[config.mk]
export PLATFORM = sky130hd
export DESIGN_NAME = binomial_coefficient_engine_top
export DESIGN_NICKNAME = d
export VERILOG_FILES = /design/src/rtl/core/bce_pkg.sv /design/src/rtl/core/bce_ctrl.sv /design/src/rtl/core/bce_dp.sv /design/src/rtl/core/binomial_coefficient_engine_top.sv
export SDC_FILE = /design/constraint.sdc
export NUM_CORES = 1
export LEC_CHECK = 0
export BUFFER_PORTS_ARGS = -buffer_cell sky130_fd_sc_hd__buf_2
export CORE_ASPECT_RATIO = 1.2
export CORE_MARGIN = 2
export CORE_UTILIZATION = 55
export CTS_CLUSTER_DIAMETER = 80
export CTS_CLUSTER_SIZE = 12
export DETAILED_ROUTE_END_ITERATION = 8
export PLACE_DENSITY = 0.76
export SYNTH_ARGS = -nofsm -noshare
export SYNTH_HDL_FRONTEND = slang
export SYNTH_SLANG_ARGS = --single-unit
[constraint.sdc]
create_clock -name aclk -period 17.56 [get_ports aclk]
set_clock_uncertainty 0.15 [all_clocks]
set_input_delay 3.512 -clock aclk [delete_from_list [all_inputs] [get_ports aclk]]
set_output_delay 3.512 -clock aclk [all_outputs]
set_load 0.05 [all_outputs]
[src/rtl/core/bce_pkg.sv]
// ----------------------------------------------------------------------------
// bce_pkg
// shared types and constants for the binomial coefficient engine
// ----------------------------------------------------------------------------
package bce_pkg;

    localparam int FIELD_W = 6;
    localparam int OUT_W   = 64;

    // commands from the controller to the datapath
    typedef struct packed {
        logic capture;
        logic prep;
        logic mul;
        logic div_step;
        logic out_load;
    } bce_cmd_t;

    // status from the datapath to the controller
    typedef struct packed {
        logic special;
        logic div_last;
        logic iter_last;
    } bce_status_t;

endpackage

[src/rtl/core/bce_ctrl.sv]
// ----------------------------------------------------------------------------
// bce_ctrl
// sequencer: capture, reduce, multiply and bit-serial divide, hand over result
// ----------------------------------------------------------------------------
module bce_ctrl (
    input  logic                 aclk,
    input  logic                 aresetn,
    input  logic                 s_valid,
    output logic                 s_ready,
    output logic                 m_valid,
    input  logic                 m_ready,
    output bce_pkg::bce_cmd_t    cmd,
    input  bce_pkg::bce_status_t status
);
    import bce_pkg::*;

    typedef enum logic [4:0] {
        ST_IDLE = 5'b00001,
        ST_PREP = 5'b00010,
        ST_MUL  = 5'b00100,
        ST_DIV  = 5'b01000,
        ST_OUT  = 5'b10000
    } state_t;

    state_t state_reg, state_next;
    logic   m_valid_reg, m_valid_next;
    logic   out_free;

    assign out_free = !m_valid_reg || m_ready;
    assign s_ready  = (state_reg == ST_IDLE);
    assign m_valid  = m_valid_reg;

    always_comb begin
        state_next = state_reg;
        cmd        = '0;
        unique case (state_reg)
            ST_IDLE: begin
                if (s_valid) begin
                    cmd.capture = 1'b1;
                    state_next  = ST_PREP;
                end
            end
            ST_PREP: begin
                cmd.prep   = 1'b1;
                state_next = status.special ? ST_OUT : ST_MUL;
            end
            ST_MUL: begin
                cmd.mul    = 1'b1;
                state_next = ST_DIV;
            end
            ST_DIV: begin
                cmd.div_step = 1'b1;
                if (status.div_last) begin
                    state_next = status.iter_last ? ST_OUT : ST_MUL;
                end
            end
            ST_OUT: begin
                if (out_free) begin
                    cmd.out_load = 1'b1;
                    state_next   = ST_IDLE;
                end
            end
            default: state_next = ST_IDLE;
        endcase
    end

    always_comb begin
        m_valid_next = m_valid_reg;
        if (m_ready) begin
            m_valid_next = 1'b0;
        end
        if (cmd.out_load) begin
            m_valid_next = 1'b1;
        end
    end

    always_ff @(posedge aclk) begin
        if (!aresetn) begin
            state_reg   <= ST_IDLE;
            m_valid_reg <= 1'b0;
        end else begin
            state_reg   <= state_next;
            m_valid_reg <= m_valid_next;
        end
    end

endmodule

[src/rtl/core/bce_dp.sv]
// ----------------------------------------------------------------------------
// bce_dp
// datapath: operand reduction, one multiply per step, restoring divider
// ----------------------------------------------------------------------------
module bce_dp #(
    parameter int RESULT_WIDTH = 64
) (
    input  logic                         aclk,
    input  logic [bce_pkg::FIELD_W-1:0]  set_size,
    input  logic [bce_pkg::FIELD_W-1:0]  subset_size,
    input  bce_pkg::bce_cmd_t            cmd,
    output bce_pkg::bce_status_t         status,
    output logic [bce_pkg::OUT_W-1:0]    coefficient
);
    import bce_pkg::*;

    localparam int W    = RESULT_WIDTH;
    localparam int CNTW = $clog2(W);
    localparam int REMW = FIELD_W - 1;

    logic [FIELD_W-1:0] n_reg, k_reg, base_reg, i_reg;
    logic [W-1:0]       acc_reg, q_reg, out_reg;
    logic [REMW-1:0]    rem_reg;
    logic [CNTW-1:0]    cnt_reg;

    logic               k_gt_n, trivial;
    logic [FIELD_W-1:0] n_minus_k, k_eff, factor;
    logic [W+FIELD_W-1:0] prod_full;
    logic [REMW:0]      r_trial;
    logic               q_bit;
    logic [W-1:0]       q_next;
    logic [REMW-1:0]    rem_next;

    // special cases and symmetry reduction on the captured operands
    assign k_gt_n    = k_reg > n_reg;
    assign trivial   = (k_reg == '0) || (k_reg == n_reg);
    assign n_minus_k = n_reg - k_reg;
    assign k_eff     = (k_reg > n_minus_k) ? n_minus_k : k_reg;

    assign factor    = base_reg + i_reg;
    assign prod_full = (W + FIELD_W)'(acc_reg) * (W + FIELD_W)'(factor);

    // one quotient bit per cycle, divisor is at most 31
    assign r_trial  = {rem_reg, q_reg[W-1]};
    assign q_bit    = (r_trial >= i_reg);
    assign rem_next = q_bit ? REMW'(r_trial - i_reg) : r_trial[REMW-1:0];
    assign q_next   = {q_reg[W-2:0], q_bit};

    assign status.special   = k_gt_n || trivial;
    assign status.div_last  = (cnt_reg == CNTW'(W - 1));
    assign status.iter_last = (i_reg == k_reg);

    assign coefficient = OUT_W'(out_reg);

    always_ff @(posedge aclk) begin
        if (cmd.capture) begin
            n_reg <= set_size;
            k_reg <= subset_size;
        end
        if (cmd.prep) begin
            k_reg    <= k_eff;
            base_reg <= n_reg - k_eff;
            i_reg    <= FIELD_W'(1);
            acc_reg  <= k_gt_n ? '0 : W'(1);
        end
        if (cmd.mul) begin
            q_reg   <= prod_full[W-1:0];
            rem_reg <= '0;
            cnt_reg <= '0;
        end
        if (cmd.div_step) begin
            q_reg   <= q_next;
            rem_reg <= rem_next;
            cnt_reg <= cnt_reg + CNTW'(1);
            if (status.div_last) begin
                acc_reg <= q_next;
                i_reg   <= i_reg + FIELD_W'(1);
            end
        end
        if (cmd.out_load) begin
            out_reg <= acc_reg;
        end
    end

endmodule

[src/rtl/core/binomial_coefficient_engine_top.sv]
// Returns n choose k for each request, one transaction at a time. A request
// with k greater than n, k of zero or k equal to n goes from the reduction
// straight to the output register; otherwise k is reduced to k' = min(k, n-k)
// and the block runs k' rounds of one multiply followed by the restoring
// divider, which produces one quotient bit per cycle after each multiply.
// Intermediate products wrap modulo 2^RESULT_WIDTH before each division and
// the upper bits of the 64-bit result above RESULT_WIDTH are zero. A finished
// result waits in the output register, so a new request is taken as soon as
// it has been handed over to that register.
// ----------------------------------------------------------------------------
// binomial_coefficient_engine_top
// multiplicative binomial coefficient with controller and serial datapath
// ----------------------------------------------------------------------------
module binomial_coefficient_engine_top #(
    parameter int RESULT_WIDTH = 64
) (
    input  logic                         aclk,
    input  logic                         aresetn,
    input  logic                         s_valid,
    output logic                         s_ready,
    input  logic [bce_pkg::FIELD_W-1:0]  s_set_size,
    input  logic [bce_pkg::FIELD_W-1:0]  s_subset_size,
    output logic                         m_valid,
    input  logic                         m_ready,
    output logic [bce_pkg::OUT_W-1:0]    m_coefficient
);
    import bce_pkg::*;

    bce_cmd_t    cmd;
    bce_status_t status;

    bce_ctrl u_ctrl (
        .aclk    (aclk),
        .aresetn (aresetn),
        .s_valid (s_valid),
        .s_ready (s_ready),
        .m_valid (m_valid),
        .m_ready (m_ready),
        .cmd     (cmd),
        .status  (status)
    );

    bce_dp #(
        .RESULT_WIDTH (RESULT_WIDTH)
    ) u_dp (
        .aclk        (aclk),
        .set_size    (s_set_size),
        .subset_size (s_subset_size),
        .cmd         (cmd),
        .status      (status),
        .coefficient (m_coefficient)
    );

`ifndef NO_ASSERTIONS
    // only one transaction in flight
    a_busy_after_accept: assert property (@(posedge aclk) disable iff (!aresetn)
        (s_valid && s_ready) |=> !s_ready)
        else $error("input taken while a transaction is in progress");

    // result register never overwritten while still held
    a_no_overwrite: assert property (@(posedge aclk) disable iff (!aresetn)
        cmd.out_load |-> (!m_valid || m_ready))
        else $error("result overwritten before hand-over");

    a_cmd_exclusive: assert property (@(posedge aclk) disable iff (!aresetn)
        $onehot0({cmd.capture, cmd.prep, cmd.mul, cmd.div_step, cmd.out_load}))
        else $error("conflicting datapath commands");

    // nothing above the configured result width
    a_upper_zero: assert property (@(posedge aclk) disable iff (!aresetn)
        m_valid |-> ((m_coefficient >> RESULT_WIDTH) == 64'd0))
        else $error("result bits above configured width");
`endif

endmodule

; Yosys cells after proc, flatten, opt, wreduce, memory -nomap -nowiden
; Cells that the tools add are included.
; Widths: inputs -> output; s select.
[totals]
in_bits = 16
reg_bits = 233
output_inout_bits = 66
[classes]
addsub = 6
eq_ne = 11
mul = 1
order_cmp = 3
reduce_logical = 9
n_mux = 32
[op_table]
columns = op, n
row1 = $mux 64, 5
row2 = $mul 64x6->64, 1
row3 = $mux 6, 8
row4 = $mux 5, 8
row5 = $pmux 5 s5, 1
row6 = $add 6x1->6 const B, 2
row7 = $eq 6x6->1, 2
row8 = $gt 6x6->1, 2
row9 = $sub 6x6->6, 2
row10 = $mux 1, 10
row11 = $add 6x6->6, 1
row12 = $eq 6x6->1 const B, 1
row13 = $ge 6x6->1, 1
row14 = $logic_not 6->1, 1
row15 = $reduce_bool 2->1, 3
row16 = $eq 5x1->1 const B, 1
row17 = $eq 5x2->1 const B, 1
row18 = $eq 5x3->1 const B, 1
row19 = $eq 5x4->1 const B, 1
row20 = $eq 5x5->1 const B, 1
row21 = $sub 5x5->5, 1
row22 = $ne 2x2->1 const B, 2
row23 = $logic_or 1x1->1, 3
row24 = $reduce_and 3->1, 1
row25 = 2 further kinds, 2

; Depth between registers and ports, before layout
; Gate-level depths: netlist of the first run.
[depth]
depth_word = 5
ltp_mapped = 27

; By module
; Synthesis of the first run repeated with hierarchy kept, for this count alone.
[unflattened]
cells_unflattened = 2270
hier_area_um2 = 21295.4
[modules_own_cells]
columns = module, cells_each, area_per_inst_um2, instances
row1 = bce_dp, 2234, 20926.3, 1
row2 = bce_ctrl, 36, 369.1, 1

; Worst setup path after synthesis of the first run
; OpenSTA, ideal clock, no wires.
[synth_path]
path_kind = in2reg
from = input m_ready
to = register u_dp.out_reg[0] (netlist: u_dp.coefficient[0]) (enable)
path_buffers = 0
path_stages = 2
slack_ns = 10.410
arrival_time_ns = 6.507
path_cell_list = nand2b_1 -> nor2b_1
[synth_lines]
columns = item, line
row1 = from (decl), binomial_coefficient_engine_top.sv:24  ; input logic m_ready,
row2 = to (signal assigned), bce_dp.sv:81  ; out_reg <= acc_reg;
row3 = to (decl), bce_dp.sv:22  ; logic [W-1:0] acc_reg, q_reg, out_reg;

; Final worst setup path of the first run
[layout_path]
from = register u_dp.i_reg[0]
to = register u_dp.q_reg[43] (data pin)
[layout_between]
elab_chain_len = 4
[layout_lines]
columns = item, line
row1 = from (decl), bce_dp.sv:21  ; logic [FIELD_W-1:0] n_reg, k_reg, base_reg, i_reg;
row2 = from (signal assigned), bce_dp.sv:77  ; i_reg <= i_reg + FIELD_W'(1);
row3 = $add 6x6->6, bce_dp.sv:40  ; assign factor = base_reg + i_reg;
row4 = $mul 64x6->64, bce_dp.sv:41  ; assign prod_full = (W + FIELD_W)'(acc_reg) * (W + FIELD_W)'(factor);
row5 = $mux 64, bce_dp.sv:66  ; if (cmd.mul) begin
row6 = $mux 64, bce_dp.sv:71  ; if (cmd.div_step) begin
row7 = to (signal assigned), bce_dp.sv:67  ; q_reg <= prod_full[W-1:0];
row8 = to (signal assigned), bce_dp.sv:72  ; q_reg <= q_next;
row9 = to (decl), bce_dp.sv:22
; No other way between the ends. The select of a mux whose other input is x is not followed.
; A chain may end at the register's enable or synchronous reset.

==> metrics, run 1 <==
status completed; Critical Path AT 7.01 ns; CTS tree yes; CTS Buffer Depth 3; Post-synth EDFFs 157; post-route antenna net violation count 0; crit-path leading delay family adder cells; Hold Vio Cnt, Final 0; Seq/Total Area, Yosys 29.9%; Initial Util 55.4%; data required time of the worst path 17.68 ns; Nets 2,595; Tmin final 6.89 ns; Worst-Skew Late Latency 0.54 ns; CP bufs+invs 4; dpl ws 10.66 ns; distinct cell type count after synthesis 79; Max Cap Viol 0; most common cell after layout, fill and taps aside nand2_1; hold_ws 0.320 ns; Num CTS Buffers 23; final setup vio count 0; most frequent cells in the layout 345 x nand2_1, 284 x inv_1, 240 x fa_1, 178 x and2_1, 157 x edfxtp_1; Cells after Synth 2,214; initial antenna violation count 0; remaining global-route overflow 0; vias per std cell 5.64; IR drop worst, VDD 0.0914 mV; Post-Route WL 46.7 mm; largest net degree at the start of global routing 106; synth top area cells fa_1 23%, edfxtp_1 23%, dfxtp_1 7.3%, nand2_1 6.2%, ha_1 5.7%; Resize count post-CTS 0; Fmax achieved 0.145 GHz; CP endpoint kind register; Post-Synthesis Cell Area 20,800 um^2; # port buffers 81; critical-path cell list ha_2 -> inv_1 -> fa_2 -> buf_4 -> nand2b_1 -> fa_1 -> fa_1 -> fa_1 -> inv_1 -> ha_1 -> inv_1 -> o221ai_2 -> a221o_1 -> a21o_1 -> a41o_1 -> nand3_2 -> o31ai_1 -> nor2b_1 -> a41oi_1 -> xor2_1 -> o21ai_1; Core Util, Final 59.1%; area delta synth->final 6.66%; final worst slack 10.67 ns; global placement routability congestion 0.903; Worst-path clk slew 0.07 ns; first-pass GRT wire length 79.2 mm; DR WL/cell 17.1 um; max-slew violations 0; Inserted Diodes 0; number of cell rows 78; slowest CP cell fa_2; Die H 217 um; number of global-route vias before repair 16,397; ys async rst share 0%; ys flop type edfxtp_1; Max transition margin 22.0%; share of layout cells above drive strength 1 7.44%; syn_area_per_cell 9.41 um^2; top-area cell type share of the netlist area 23.2%; max incr delay on CP 0.80 ns; Tcrit/Tclk final 39.2%; clk root buf clkbuf_16; Yosys warning count 0; area of the core 37,600 um^2; #FFs+latches synth 233; residual DRC count 0; htree depth 1; vias post-DR 15,449; syn nets 2,566; crit-path max FO 40; RSZ-0062 raised after global routing no; pwr/cell area 65.2 nW/um^2; CP startpoint kind register; DP HPWL 34.1 mm; Hold Path Class reg -> reg; die area 39,400 um^2; CP Class reg -> reg; first drt pass iteration count 5; GRT Util Overall 24.5%; die width 182 um; I/O Pins 82; Lkg Pwr 8.48 nW; hold buffers post-CTS 0; setup tns final 0 ns; area leader, netlist fa_1; 1st-iter DRT viols 929; Post-CTS Setup Bufs 0; clk sink count 233; Slew @ Worst Pin 1.17 ns
## report_power, final
part | total [mW] | switching (mW) | internal [mW]
sequential | 0.611 | 0.0146 | 0.596
clock | 0.465 | 0.217 | 0.247
combinational | 0.372 | 0.258 | 0.114
total | 1.45 | 0.490 | 0.958
## metal layers
metal  track usage [%]  routed length (um)  vias up
met3              3.03                2360       90
li1                  -                   -     7185
met4              7.89                1100        0
met1              29.9               18800     7722
met5                 0                   0        -
met2              45.1               24500      452
## cells in the mapped netlist, drive strengths merged (20+ instances only)
cell and instances:
fa 241, and2 179, o21bai 20, nor2 105, xnor2 64, nand2 346, nand3 24, a21oi 141
inv 284, nand2b 63, xor2 32, a21o 27, edfxtp 157, ha 95, dfxtp 76, o21ai 138
clkbuf 78
## final timing paths
path | slack (ns) | end | start | cells past startpoint
worst max-delay path | 10.67 | u_dp.q_reg[43] | u_dp.i_reg[0] | 21
worst max register to register | 10.67 | u_dp.q_reg[43] | u_dp.i_reg[0] | 21
worst min register to register | 0.32 | u_dp.acc_reg[3] | u_dp.q_reg[2] | 2
worst min-delay path | 0.32 | u_dp.acc_reg[3] | u_dp.q_reg[2] | 2
## worst reg2reg max path, cell delays in order, from the launching register on
cell      delay [ns]
dfxtp_1         0.47
ha_2            0.23
inv_1           0.05
fa_2            0.81
buf_4           0.48
nand2b_1        0.21
fa_1            0.46
fa_1            0.51
fa_1            0.49
inv_1           0.04
ha_1            0.37
inv_1           0.11
o221ai_2        0.34
a221o_1         0.22
a21o_1          0.15
a41o_1          0.26
nand3_2         0.15
o31ai_1         0.42
nor2b_1         0.25
a41oi_1         0.18
xor2_1          0.20
o21ai_1         0.08
## final cells by class
| cell class | instances | area, um^2 |
|---|---|---|
| Clock buffer | 38 | 642 |
| Clock inverter | 1 | 5.00 |
| Fill cell | 3150 | 15400 |
| Inverter | 285 | 1070 |
| Multi-Input combinational cell | 1603 | 13100 |
| Sequential cell | 233 | 6240 |
| Tap cell | 480 | 601 |
| Timing Repair Buffer | 97 | 526 |
## through the flow
step	cells	total power [mW]	area, um^2
4_1_cts	2737	1.45	22200
6_report	2737	1.45	22200
5_1_grt	2737	1.51	22200
3_3_place_gp	2698	0.976	21600
3_5_place_dp	2698	0.990	21600
2_1_floorplan	2214	0.859	20800
## cell families after synthesis
| family | after synthesis | share of synthesized area, % |
|---|---|---|
| and+or+nand+nor | 783 | 18.1 |
| AOI/OAI and AO/OA | 386 | 11.6 |
| buffers and inverters | 378 | 7.33 |
| adders and majority gates | 336 | 28.9 |
| DFF | 233 | 29.9 |
| xor gates and xnor gates | 96 | 4.04 |
| muxes | 2 | 0.108 |
No activity file was read; power rests on OpenSTA's default activity.
==> run 2: changes to the inputs <==
clock period = 6.65 ns   (was 17.56 ns; I/O delays follow)
==> metrics, run 2 (synthesized netlist as in run 1, its figures left out) <==
status completed; # port buffers 81 (unchanged); crit-path leading delay family adder cells; CP endpoint kind register; crit-path max FO 11 (-73%); IR drop worst, VDD 0.205 mV (+120%); GRT Util Overall 24.9% (+0.35 points); max-slew violations 0 (unchanged); DR WL/cell 17.6 um (+3.0%); number of global-route vias before repair 16,428 (+0.19%); combinational group share of total power 29.8% (+4.1 points); CTS Buffer Depth 3 (unchanged); clk sink count 233 (unchanged); dpl ws 0.0770 ns (-10.59 ns); CP startpoint kind register; Initial Util 55.4% (unchanged); Tmin final 6.44 ns (-0.449 ns); Hold Vio Cnt, Final 0 (unchanged); first-pass GRT wire length 80.3 mm (+1.4%); design area 22,800 um^2 (+2.6%); Post-Route WL 48.7 mm (+4.3%); final worst slack 0.209 ns (-10.46 ns); storage element area 6240 um^2 (unchanged); pwr/cell area 181 nW/um^2 (+180%); Worst-path clk slew 0.06 ns (about the same); post-route antenna net violation count 0 (unchanged); I/O Pins 82 (unchanged); Die H 217 um (unchanged); most frequent cells in the layout 345 x nand2_1, 284 x inv_1, 240 x fa_1, 178 x and2_1, 157 x edfxtp_1; initial antenna violation count 0 (unchanged); Max transition margin 23.7% (+1.8 points); Tcrit/Tclk final 96.9% (+58 points); Clock Power Share 31.2% (-0.9 points); cell area after placement 21,700 um^2 (+0.67%); largest net degree at the start of global routing 105 (-0.94%); Layout fillers 3,128 (-0.70%); 1st-iter DRT viols 928 (-0.11%); CP Class reg -> reg; slowest CP cell fa_1; number of cell rows 78 (unchanged); data required time of the worst path 6.91 ns (-10.77 ns); Critical Path AT 6.70 ns (-0.31 ns); switching power share of the total 33.9% (about the same); CTS tree yes; CP bufs+invs 6 (+2); Worst-Skew Late Latency 0.55 ns (about the same); GRT busiest layer met2; most common cell after layout, fill and taps aside nand2_1; Nets 2,627 (+1.2%); Num CTS Buffers 24 (+4.3%); htree depth 1 (unchanged); sw power 1.40 mW (+190%); global placement routability congestion 0.899 (-0.49%); Crit path top cell by count inv_1; Max Cap Viol 0 (unchanged); residual DRC count 0 (unchanged); Lkg Pwr 8.72 nW (+2.8%); max incr delay on CP 0.50 ns (-0.30 ns); vias per std cell 5.66 (+0.22%); routing usage on met1 31.3% (+1.3 points); RSZ-0062 raised after global routing yes; vias post-DR 15,681 (+1.5%); share of layout cells above drive strength 1 9.90% (+2.5 points); Hold Path Class reg -> reg; die area 39,400 um^2 (unchanged); clk root buf clkbuf_16; Fmax achieved 0.155 GHz (+7.0%); area of the core 37,600 um^2 (unchanged); area delta synth->final 9.39%; first drt pass iteration count 6 (+1); die width 182 um (unchanged); DP HPWL 35.0 mm (+2.5%); remaining global-route overflow 0 (unchanged); multi-input logic area 13,300 um^2 (+1.4%); Slew @ Worst Pin 1.14 ns (-0.0298 ns); internal power 2.73 mW (+180%); final setup vio count 0 (unchanged); met3 Use GR 2.48% (-0.55 points); sequential cell fraction of total power 39.0% (-3.2 points); global routing usage on met2 44.6% (-0.57 points); Inserted Diodes 0 (unchanged)
run 2: final timing paths:
path,start,endpoint,slack [ns],cells after the start
hold / removal,u_dp.q_reg[1],u_dp.acc_reg[2],0.32,2
setup / recovery,u_dp.i_reg[0],u_dp.q_reg[62],0.21,26
setup reg to reg,u_dp.i_reg[0],u_dp.q_reg[62],0.21,26
hold reg to reg,u_dp.q_reg[1],u_dp.acc_reg[2],0.32,2
run 2: power groups by stage:
stage          Sequential, mW  Clock, mW  Combinational (mW)
4_1_cts                  1.61       1.32                1.04
5_1_grt                  1.61       1.36                1.32
3_5_place_dp             1.64          0                1.04
6_report                 1.61       1.29                1.23
2_1_floorplan            1.63          0               0.638
3_3_place_gp             1.64          0               0.995
run 2: layer usage:
layer	part of all wire, %	up-vias	wire, um
met3	4.7	99	2290
met1	41	7840	20000
met5	0	-	0
li1	-	7261	-
met2	51	481	24700
met4	3.5	0	1710
run 2: metrics by stage:
step / std cells / setup TNS (ns) / power [mW] / utilization [%] / hold slack, ns
5_1_grt: 2772 / -0.167 / 4.28 / 60.6 / 0.345
3_3_place_gp: 2714 / 0 / 2.63 / 57.8 / 0.305
3_5_place_dp: 2714 / 0 / 2.68 / 57.8 / 0.312
2_1_floorplan: 2214 / 0 / 2.27 / - / 0.280
4_1_cts: 2757 / 0 / 3.97 / 59.7 / 0.327
6_report: 2772 / 0 / 4.12 / 60.6 / 0.324
run 2: what timing repair did:
item / CTS / global route
hold buffers: 0 / 0
buffers inserted: 0 / 12
resized for setup: 0 / 48
endpoints found under the hold margin: 0 / 0
endpoints found under the setup margin: 0 / 19
run 2: cell type report:
type                    instances  area share (%)
clock inverters                 3          0.0988
flip-flops and latches        233            27.4
clock buffers                  40            2.99
inverters                     285            4.70
multi-input cells            1603            58.5
well taps                     480            2.64
repair buffers                128            3.73
run 2: tightest hold or removal path: stages (launching register included):
cell and delay [ns]:
edfxtp_1 0.34, nand2_1 0.05, o21ai_0 0.05
